### config.mk
export PLATFORM = sky130hd
export DESIGN_NAME = udp_rx_jitter_loss_tracker_unit
export DESIGN_NICKNAME = d
export VERILOG_FILES = /design/src/ujlt_pkg.sv /design/src/ujlt_in_stage.sv /design/src/ujlt_core.sv /design/src/udp_rx_jitter_loss_tracker_unit.sv
export SDC_FILE = /design/constraint.sdc
export NUM_CORES = 2
export LEC_CHECK = 0
export ABC_AREA = 0
export BUFFER_PORTS_ARGS = -buffer_cell sky130_fd_sc_hd__clkbuf_2
export CORE_MARGIN = 1.5
export CORE_UTILIZATION = 58
export DETAILED_ROUTE_END_ITERATION = 16
export PLACE_DENSITY = 0.78
export REMOVE_ABC_BUFFERS = 1
export SYNTH_ARGS = -nofsm -noshare
export SYNTH_HDL_FRONTEND = slang
export SYNTH_HIERARCHICAL = 1
export SYNTH_SLANG_ARGS = --single-unit
### constraint.sdc
create_clock -name clk -period 16.3 [get_ports clk]
set_clock_uncertainty 0.1 [all_clocks]
set_input_delay 1.63 -clock clk [delete_from_list [all_inputs] [get_ports clk]]
set_output_delay 1.63 -clock clk [all_outputs]
set_load 0.01 [all_outputs]
### src/ujlt_pkg.sv
`timescale 1ns / 1ps
// Types and constants shared by the UDP receive jitter and loss tracker.
package ujlt_pkg;

  localparam int SEQ_W      = 63;
  localparam int TIME_W     = 64;
  localparam int LEN_W      = 16;
  localparam int BYTES_W    = 64;
  localparam int CNT_W      = 32;
  localparam int JIT_OUT_W  = 28;
  localparam int JIT_SHIFT  = 4;

  typedef enum logic {
    CMD_DATA = 1'b0,
    CMD_FIN  = 1'b1
  } cmd_t;

  typedef struct packed {
    cmd_t                    cmd;
    logic [SEQ_W-1:0]        seq_id;
    logic [TIME_W-1:0]       sent_us;
    logic [TIME_W-1:0]       arrival_us;
    logic [LEN_W-1:0]        payload_len;
  } in_req_t;

  typedef struct packed {
    logic [BYTES_W-1:0]      total_bytes;
    logic [CNT_W-1:0]        datagram_count;
    logic [CNT_W-1:0]        lost_count;
    logic [CNT_W-1:0]        out_of_order_count;
    logic [JIT_OUT_W-1:0]    smoothed_jitter;
  } out_req_t;

  // Request as held in the input stage: transit time already formed.
  typedef struct packed {
    logic                    valid;
    cmd_t                    cmd;
    logic [SEQ_W-1:0]        seq_id;
    logic [TIME_W-1:0]       transit;
    logic [LEN_W-1:0]        payload_len;
  } stage_t;

endpackage

### src/ujlt_in_stage.sv
`timescale 1ns / 1ps
// Input register: takes a request and stores it with its transit time.
module ujlt_in_stage (
  input  logic              clk,
  input  logic              rst,
  input  logic              item_valid,
  output logic              item_ready,
  input  ujlt_pkg::in_req_t item,
  input  logic              advance,
  output ujlt_pkg::stage_t  stage
);
  import ujlt_pkg::*;

  assign item_ready = !stage.valid || advance;

  always_ff @(posedge clk) begin
    if (rst) begin
      stage.valid <= 1'b0;
    end else if (item_valid && item_ready) begin
      stage.valid       <= 1'b1;
      stage.cmd         <= item.cmd;
      stage.seq_id      <= item.seq_id;
      stage.transit     <= item.arrival_us - item.sent_us;
      stage.payload_len <= item.payload_len;
    end else if (advance) begin
      stage.valid <= 1'b0;
    end
  end

endmodule

### src/ujlt_core.sv
`timescale 1ns / 1ps
// Statistics state and the per-request update of bytes, jitter, gaps and loss.
module ujlt_core (
  input  logic               clk,
  input  logic               rst,
  input  logic               fire,
  input  ujlt_pkg::stage_t   stage,
  output ujlt_pkg::out_req_t stats_next
);
  import ujlt_pkg::*;

  logic [TIME_W-1:0]    last_transit;
  logic                 transit_valid;
  logic [CNT_W-1:0]     jitter_sixteenths;
  logic [SEQ_W:0]       expected_next;
  logic [CNT_W-1:0]     gap_total;
  logic [BYTES_W-1:0]   running_bytes;
  logic [CNT_W-1:0]     running_datagrams;
  logic [CNT_W-1:0]     running_reorders;
  logic [JIT_OUT_W-1:0] running_jitter;

  logic                 transit_valid_next;
  logic [CNT_W-1:0]     jitter_sixteenths_next;
  logic [SEQ_W:0]       expected_next_next;
  logic [CNT_W-1:0]     gap_total_next;
  logic [BYTES_W-1:0]   running_bytes_next;
  logic [CNT_W-1:0]     running_datagrams_next;
  logic [CNT_W-1:0]     running_reorders_next;
  logic [CNT_W-1:0]     running_lost_next;
  logic [JIT_OUT_W-1:0] running_jitter_next;

  logic [TIME_W-1:0]    delta;
  logic [CNT_W-1:0]     delta_mag;
  logic [SEQ_W:0]       seq_ext;
  logic [SEQ_W:0]       gap;
  logic [CNT_W-1:0]     gap_sat;
  logic [SEQ_W-1:0]     fin_expect;
  logic                 seq_ge;
  logic                 seq_gt;

  always_comb begin
    seq_ext = {1'b0, stage.seq_id};
    seq_ge  = seq_ext >= expected_next;
    seq_gt  = seq_ext > expected_next;
    gap     = seq_ext - expected_next;
    gap_sat = (|gap[SEQ_W:CNT_W]) ? '1 : gap[CNT_W-1:0];

    // Only the low word of |delta| feeds the jitter register.
    delta     = stage.transit - last_transit;
    delta_mag = delta[TIME_W-1] ? (CNT_W'(0) - delta[CNT_W-1:0]) : delta[CNT_W-1:0];

    fin_expect = (stage.seq_id == '0) ? '0 : (stage.seq_id - SEQ_W'(1));

    transit_valid_next     = transit_valid;
    jitter_sixteenths_next = jitter_sixteenths;
    expected_next_next     = expected_next;
    gap_total_next         = gap_total;
    running_bytes_next     = running_bytes;
    running_datagrams_next = running_datagrams;
    running_reorders_next  = running_reorders;
    running_jitter_next    = running_jitter;

    unique case (stage.cmd)
      CMD_DATA: begin
        running_bytes_next     = running_bytes + BYTES_W'(stage.payload_len);
        running_datagrams_next = running_datagrams + CNT_W'(1);
        transit_valid_next     = 1'b1;
        if (transit_valid) begin
          jitter_sixteenths_next = jitter_sixteenths + delta_mag
                                   - (jitter_sixteenths >> JIT_SHIFT);
          running_jitter_next    = JIT_OUT_W'(jitter_sixteenths_next >> JIT_SHIFT);
        end
        if (seq_ge) begin
          gap_total_next     = gap_total + gap_sat;
          expected_next_next = seq_ext + (SEQ_W+1)'(1);
        end else begin
          running_reorders_next = running_reorders + CNT_W'(1);
        end
      end
      CMD_FIN: begin
        if (seq_gt) begin
          gap_total_next     = gap_total + gap_sat;
          expected_next_next = seq_ext;
        end
        running_datagrams_next = (|fin_expect[SEQ_W-1:CNT_W]) ? '1 : fin_expect[CNT_W-1:0];
      end
      default: ;
    endcase

    running_lost_next = (gap_total_next > running_reorders_next)
                        ? (gap_total_next - running_reorders_next) : '0;

    stats_next.total_bytes        = running_bytes_next;
    stats_next.datagram_count     = running_datagrams_next;
    stats_next.lost_count         = running_lost_next;
    stats_next.out_of_order_count = running_reorders_next;
    stats_next.smoothed_jitter    = running_jitter_next;
  end

  always_ff @(posedge clk) begin
    if (rst) begin
      last_transit      <= '0;
      transit_valid     <= 1'b0;
      jitter_sixteenths <= '0;
      expected_next     <= '0;
      gap_total         <= '0;
      running_bytes     <= '0;
      running_datagrams <= '0;
      running_reorders  <= '0;
      running_jitter    <= '0;
    end else if (fire) begin
      if (stage.cmd == CMD_DATA) begin
        last_transit <= stage.transit;
      end
      transit_valid     <= transit_valid_next;
      jitter_sixteenths <= jitter_sixteenths_next;
      expected_next     <= expected_next_next;
      gap_total         <= gap_total_next;
      running_bytes     <= running_bytes_next;
      running_datagrams <= running_datagrams_next;
      running_reorders  <= running_reorders_next;
      running_jitter    <= running_jitter_next;
    end
  end

endmodule

### src/udp_rx_jitter_loss_tracker_unit.sv
`timescale 1ns / 1ps
// Top level of the UDP receive jitter and loss tracker.
//
// Input channel item_valid/item_ready/item carries one request per datagram
// event: a data datagram (sequence id, send and receive times, length) or a
// FIN with the id that follows the last data datagram. Output channel
// result_valid/result_ready/result returns one request per input request with
// the running byte total, datagram count, lost and out-of-order counts and
// smoothed jitter in microseconds.
// Path: the input register loads at the accepting edge; the result register
// loads from it when the result side can take a result, and offers it.
// Throughput: one request per cycle while result_ready keeps the result side
// moving; the state update for a request is combinational.
// Reset (rst, synchronous) clears all statistics, drops any request in flight
// and leaves the block ready at once.
// When result_ready is low the result register holds and the input register
// fills; item_ready drops only when both are occupied.
module udp_rx_jitter_loss_tracker_unit (
  input  logic               clk,
  input  logic               rst,
  input  logic               item_valid,
  output logic               item_ready,
  input  ujlt_pkg::in_req_t  item,
  output logic               result_valid,
  input  logic               result_ready,
  output ujlt_pkg::out_req_t result
);
  import ujlt_pkg::*;

  stage_t   stage;
  out_req_t stats_next;
  logic     advance;
  logic     fire;

  assign advance = !result_valid || result_ready;
  assign fire    = stage.valid && advance;

  ujlt_in_stage u_in_stage (
    .clk        (clk),
    .rst        (rst),
    .item_valid (item_valid),
    .item_ready (item_ready),
    .item       (item),
    .advance    (advance),
    .stage      (stage)
  );

  ujlt_core u_core (
    .clk        (clk),
    .rst        (rst),
    .fire       (fire),
    .stage      (stage),
    .stats_next (stats_next)
  );

  always_ff @(posedge clk) begin
    if (rst) begin
      result_valid <= 1'b0;
    end else if (advance) begin
      result_valid <= stage.valid;
    end
  end

  always_ff @(posedge clk) begin
    if (fire) begin
      result <= stats_next;
    end
  end

endmodule

; ---- After elaboration in Yosys (flattened, before gate mapping)
; Index checks and enable logic that the tools add are counted.
[op_classes]
add_sub_neg = 13
n_lt_le_gt_ge = 3
eq_ne = 2
muxes = 18
bitwise_logic = 2
reduce_logical = 14
[ops]
columns = cell, n
row1 = 2-to-1 mux 32 bit, 7
row2 = 2-to-1 mux 64 bit, 3
row3 = one-hot mux 32 bit (2 select lines), 2
row4 = one-hot mux 64 bit (2 select lines), 1
row5 = subtractor 64 bit, 2
row6 = "adder 32 x 1 -> 32 bit, second input constant", 2
row7 = adder 32 bit, 2
row8 = "adder 63 x 1 -> 64 bit, second input constant", 1
row9 = adder 64 x 16 -> 64 bit, 1
row10 = >= comparator 63 x 64 -> 1 bit, 1
row11 = greater-than comparator 63 x 64 -> 1 bit, 1
row12 = subtractor 63 x 64 -> 64 bit, 1
row13 = zero test 63 bit, 1
row14 = 2-to-1 mux 63 bit, 1
row15 = "subtractor 63 x 1 -> 63 bit, second input constant", 1
row16 = 2-to-1 mux 28 bit, 2
row17 = greater-than comparator 32 bit, 1
row18 = OR reduction 32 bit, 1
row19 = "subtractor 1 x 32 -> 32 bit, first input constant", 1
row20 = subtractor 32 x 28 -> 32 bit, 1
row21 = subtractor 32 bit, 1
row22 = OR reduction 31 bit, 1
row23 = AND reduction 3 bit, 2
row24 = "inequality test 2 x 1 -> 1 bit, second input constant", 2
row25 = other kinds (7), 13
[totals]
reg_bits = 683
inputBits = 212
output_inout_bits = 190
wordCells = 72

; ---- Logic depth before layout (Yosys ltp)
[logic_depth]
word_depth = 7
mapped_depth = 50
mapped_depth_nobuf = 47

; ---- Hierarchy
; Netlist, hierarchy kept.
[modules_own_cells]
columns = module, instances, cells_per_inst, area_per_inst_um2, seq_area_each_um2
row1 = ujlt_core, 1, 4485, 32675.1, 6986.7
row2 = ujlt_in_stage, 1, 773, 8298.0, 4344.2
row3 = udp_rx_jitter_loss_tracker_unit, 1, 193, 5700.5, 5665.4

; ---- Least setup slack after synthesis
; OpenSTA, ideal clock, no wires.
[synth_timing]
kind = input to register
from = input port result_ready
to = register u_in_stage/stage[0] (netlist name)
setup_ns = 0.856
arrival_time_ns = 12.201
required_time_ns = 15.344
path_slack_ns = 3.143
cell_stages = 3
path_buffers = 0
cell_sequence = nand2b_4 > nor2b_1 > nor3b_1
[synth_via]
elab_chain_cells = 4
[synth_lines]
columns = item, line_no
row1 = "start, declared", udp_rx_jitter_loss_tracker_unit.sv:25  ; input logic result_ready,
row2 = logical OR 1 bit, udp_rx_jitter_loss_tracker_unit.sv:35  ; assign advance = !result_valid || result_ready;
row3 = logical OR 1 bit, ujlt_in_stage.sv:14  ; assign item_ready = !stage.valid || advance;
row4 = logical AND 1 bit, ujlt_in_stage.sv:19  ; end else if (item_valid && item_ready) begin
row5 = AND reduction 2 bit (no source line), --
; Every way passes these cells.
; A chain may end at the register's enable or synchronous reset.

; ---- Final worst setup path
[layout_timing]
from = register u_in_stage/stage[128] (netlist name)
to = register result[71] in the netlist's numbering, data pin
[layout_via]
elab_chain_cells = 7
word_cells_on_any_way = 13
classes_between = 3 x add/sub / 3 x order compare / 6 x mux / 1 x reduce/logical
[layout_lines]
columns = item, line_no
row1 = subtractor 63 x 64 -> 64 bit, ujlt_core.sv:45  ; gap = seq_ext - expected_next;
row2 = OR reduction 32 bit, ujlt_core.sv:46  ; gap_sat = (|gap[SEQ_W:CNT_W]) ? '1 : gap[CNT_W-1:0];
row3 = 2-to-1 mux 32 bit, ujlt_core.sv:46
row4 = adder 32 bit, "ujlt_core.sv:74, ujlt_core.sv:82"
row5 = 2-to-1 mux 32 bit (on tied branches), "ujlt_core.sv:81, ujlt_core.sv:73"
row6 = one-hot mux 32 bit (2 select lines) *, ujlt_core.sv:63  ; unique case (stage.cmd)
row7 = via u_core.gap_total_next[31], ujlt_core.sv:25  ; logic [CNT_W-1:0] gap_total_next;
row8 = greater-than comparator 32 bit *, ujlt_core.sv:90  ; running_lost_next = (gap_total_next > running_reorders_next)
row9 = "end signal, assigned", udp_rx_jitter_loss_tracker_unit.sv:66  ; result <= stats_next;
row10 = "end, declared", udp_rx_jitter_loss_tracker_unit.sv:26  ; output ujlt_pkg::out_req_t result
; Mark *: on every way through the listed nets, which the timed path passes. The rest lies on a longest branch.

==> flow_summary.toml <==
[die]
die_w_um = 286.7
floorplan.initialDensity_pct = 58.89
rows = 103
dieArea_mm2 = 0.08218
fp.dieH_um = 286.7
ios = 402
floorplan.core_area_mm2 = 0.07926

[min_path]
hold-path-cell-count = 2
min_to = "u_core/last_transit[19]"
holdCritStartpoint = "u_core/last_transit[19]"
worst_hold_class = "flip-flop to flip-flop"

[critical_path]
cp_max_fo = 32
regToRegStartpoint = "u_in_stage/stage[128]"
slowest_stage_cell_on_the_critical_path = "sky130_fd_sc_hd__o41ai_1"
max_stage_delay_ns = 0.70
worstSetupStartpointType = "flip-flop"
r2r_slack_ns = 5.11
r2r_end = "result[71]"
arrival_time_of_the_worst_setup_path_ns = 11.45
worst_r2r_path_depth = 35
crit_path_end_kind = "flip-flop"
cp_data_required_time_ns = 16.56
path_class = "flip-flop to flip-flop"

[logic_synthesis]
syn-mean-instance-area_um2 = 8.562
synthAdderAreaFrac_pct = 9.715
number_of_enable_type_register_cells_in_the_synthesized_netlist = 332
most_repeated_cell_in_the_gate_level_netlist_after_synthesis = "sky130_fd_sc_hd__nand2_1"
yosys_register_bits = 683
synth_top_family_by_area = "simple AND/OR/NAND/NOR gates"
synth_compound_area_share_pct = 17.84
synth-main-ff-cell = "sky130_fd_sc_hd__dfxtp_1"
synth-simple-area-share_pct = 19.47
synth.cell_area_mm2 = 0.04667
synth_top_cell_by_area = "sky130_fd_sc_hd__edfxtp_1"
synth_largest_type_area_fraction_pct = 21.36
synth-seq-area-share_pct = 36.42
ys_top_cells_by_area = "sky130_fd_sc_hd__edfxtp_1 (21%), sky130_fd_sc_hd__dfxtp_1 (15%), sky130_fd_sc_hd__ha_1 (8.3%)"
synthTopCellsByCount = "sky130_fd_sc_hd__nand2_1 (628), sky130_fd_sc_hd__nor2_1 (508), sky130_fd_sc_hd__a21oi_1 (483), sky130_fd_sc_hd__inv_1 (358), sky130_fd_sc_hd__dfxtp_1 (351)"
post_synth_xor_area_fraction_pct = 9.176
portion_of_netlist_area_occupied_by_mux_cells_pct = 2.359
netlist-cell-type-count = 107
postSynthCellCount = 5451
synth.yosys.warnings = 6
postSynth.asyncResetShare_pct = 0

[timing]
worst_hold_slack_ns = 0.3520
final-hold-violation-count = 0
timing.setup.tns_ns = 0
unrepaired_setup_endpoints_after_global_routing = "false"
final.period_utilization_pct = 68.62
max_slew_margin_pct = 16.78
slew_violations = 0
worst-slew-pin-transition_ns = 1.217
max_freq_mhz = 89.40
finalWorstPathRequiredPeriod_ns = 11.19
timing.final.setup_violations = 0

[placement]
detailed_place_hpwl_um = 97590
gpl.final_weighted_congestion = 1.036
io_buffer_count = 401
dpl.cell_count = 6698

[route]
drt-total-wl_um = 129900
remaining_drc_errors = 0
route.detailed.wl_per_inst_um = 18.99
routed-via-count = 40988
antenna_violating_nets_post_route = 0
vias_per_cell = 5.994
dr.pass1.iters = 10
drt_iter0_drc = 3504

[global_route]
grt_pass1_wl_um = 205400
gr-total-overflow = 0
first_global_vias = 38892
globalRouteTotalUtil_pct = 30.87
largest_net_degree_at_the_start_of_global_routing = 182
antenna_found_initial = 4

[cells_and_area]
fillers = 6727
layoutNonFillerInstCount = 6838
post_route_cells_drive_above_1_share_pct = 12.13
area_growth_syn_to_layout_pct = 11.21
num-nets-final = 6279
antenna_cells = 0

[clock_tree]
cts_setup_buffers = 0
clk_pin_slew_worst_paths_ns = 0.06
numClockSinks = 683
post_cts_hold_buffer_count = 0
clock_tree_from_tritoncts = "built"
root_buffer = "sky130_fd_sc_hd__clkbuf_16"
ctsLongestPathBuffers = 3
worst_skew_pair.late_latency_ns = 0.66
numCtsBuffers = 75
post_cts.resized_instances = 0
htree_levels = 3

[power]
worst_ir_drop_vdd_uv = 90.83
cellPowerDensity_mw_per_mm2 = 124.0
p_leak_nw = 20.22

[run_status]
status = "finished clean"

[flow_run]
maxCapViolCount = 0
[power breakdown]
part | leakage (nW) | switching [mW] | total [mW] | internal (mW)
Clock | 1.25 | 0.755 | 1.77 | 1.02
Sequential | 5.94 | 0.0969 | 2.09 | 1.99
Combinational | 13.0 | 1.53 | 2.57 | 1.04
[worst max-delay path, delay by kind of cell (launching register included)]
kind	cells	cell delay [ns]
AOI/OAI and AO/OA	16	5.30
adders and majority gates	3	1.19
DFF	1	0.56
and+or+nand+nor	15	3.50
buffers and inverters	1	0.24
[cell type report]
class	count	area (um^2)	area share, %
timing repair buffer	434	2290	4.411
clock buffer	102	2101	4.047
clock inverter	38	474.2	0.9136
multi-input combinational	4173	27390	52.76
sequential	683	17000	32.75
inverter	358	1344	2.589
tap	1050	1314	2.531
[cells in the final DEF, fill, tap and decap left out, types with 95 or more instances in the layout]
cell	instances
sky130_fd_sc_hd__a21o_1	108
sky130_fd_sc_hd__inv_1	358
sky130_fd_sc_hd__dfxtp_1	351
sky130_fd_sc_hd__ha_1	308
sky130_fd_sc_hd__a211oi_1	95
sky130_fd_sc_hd__clkbuf_2	400
sky130_fd_sc_hd__nand4_1	98
sky130_fd_sc_hd__xor2_1	195
sky130_fd_sc_hd__a21oi_1	483
sky130_fd_sc_hd__nand3_1	158
sky130_fd_sc_hd__edfxtp_1	332
sky130_fd_sc_hd__o21ai_0	239
sky130_fd_sc_hd__nor2_1	506
sky130_fd_sc_hd__xnor2_1	294
sky130_fd_sc_hd__nand2_1	627
sky130_fd_sc_hd__nor3_1	100
[worst max path at each step]
stage                     slack [ns]                  start                  end  cells after the start
after global routing            4.27  u_in_stage/stage[128]           result[84]                     41
after CTS                       5.30  u_in_stage/stage[128]           result[88]                     40
after floorplan                 3.14           result_ready  u_in_stage/stage[0]                      3
after detailed placement        5.34  u_in_stage/stage[128]           result[71]                     41
after global placement          5.45  u_in_stage/stage[128]           result[71]                     41
final                           5.11  u_in_stage/stage[128]           result[71]                     35
[stage by stage]
stage               util (%)  power (mW)  cell area, um^2  setup WS, ns
finish                 65.49       6.435            51900         5.114
global route           65.49       6.825            51900         4.268
CTS                    65.49       6.439            51900         5.304
detailed placement     62.24       4.646            49330         5.345
global placement       62.24       4.599            49330         5.451
floorplan                  -       3.977            45670         3.143
[kinds of logic after synthesis]
| logic type | Yosys count |
|---|---|
| fa+ha+maj | 342 |
| xor+xnor | 489 |
| mux | 103 |
| simple gates | 1925 |
| compound gates | 1314 |
| flops | 683 |
| buf+inv | 595 |
[registers in the layout, indices dropped and copies added (netlist names)]
register / cells
u_in_stage/stage: 145
result: 188
u_core/running_reorders: 32
u_core/running_datagrams: 32
u_core/transit_valid: 1
u_core/running_jitter: 28
u_core/running_bytes: 64
u_core/last_transit: 64
u_core/expected_next: 64
result_valid: 1
u_core/gap_total: 32
u_core/jitter_sixteenths: 32
[routing by layer]
layer	part of all wire, %	wire [um]	GRT usage (%)
met5	0.0054	7	0
met4	3.5	4561	10.52
met1	43	56320	41.40
met3	6.5	8425	3.847
met2	47	60550	51.44
Note: power is estimated with default switching activity, not from simulation.
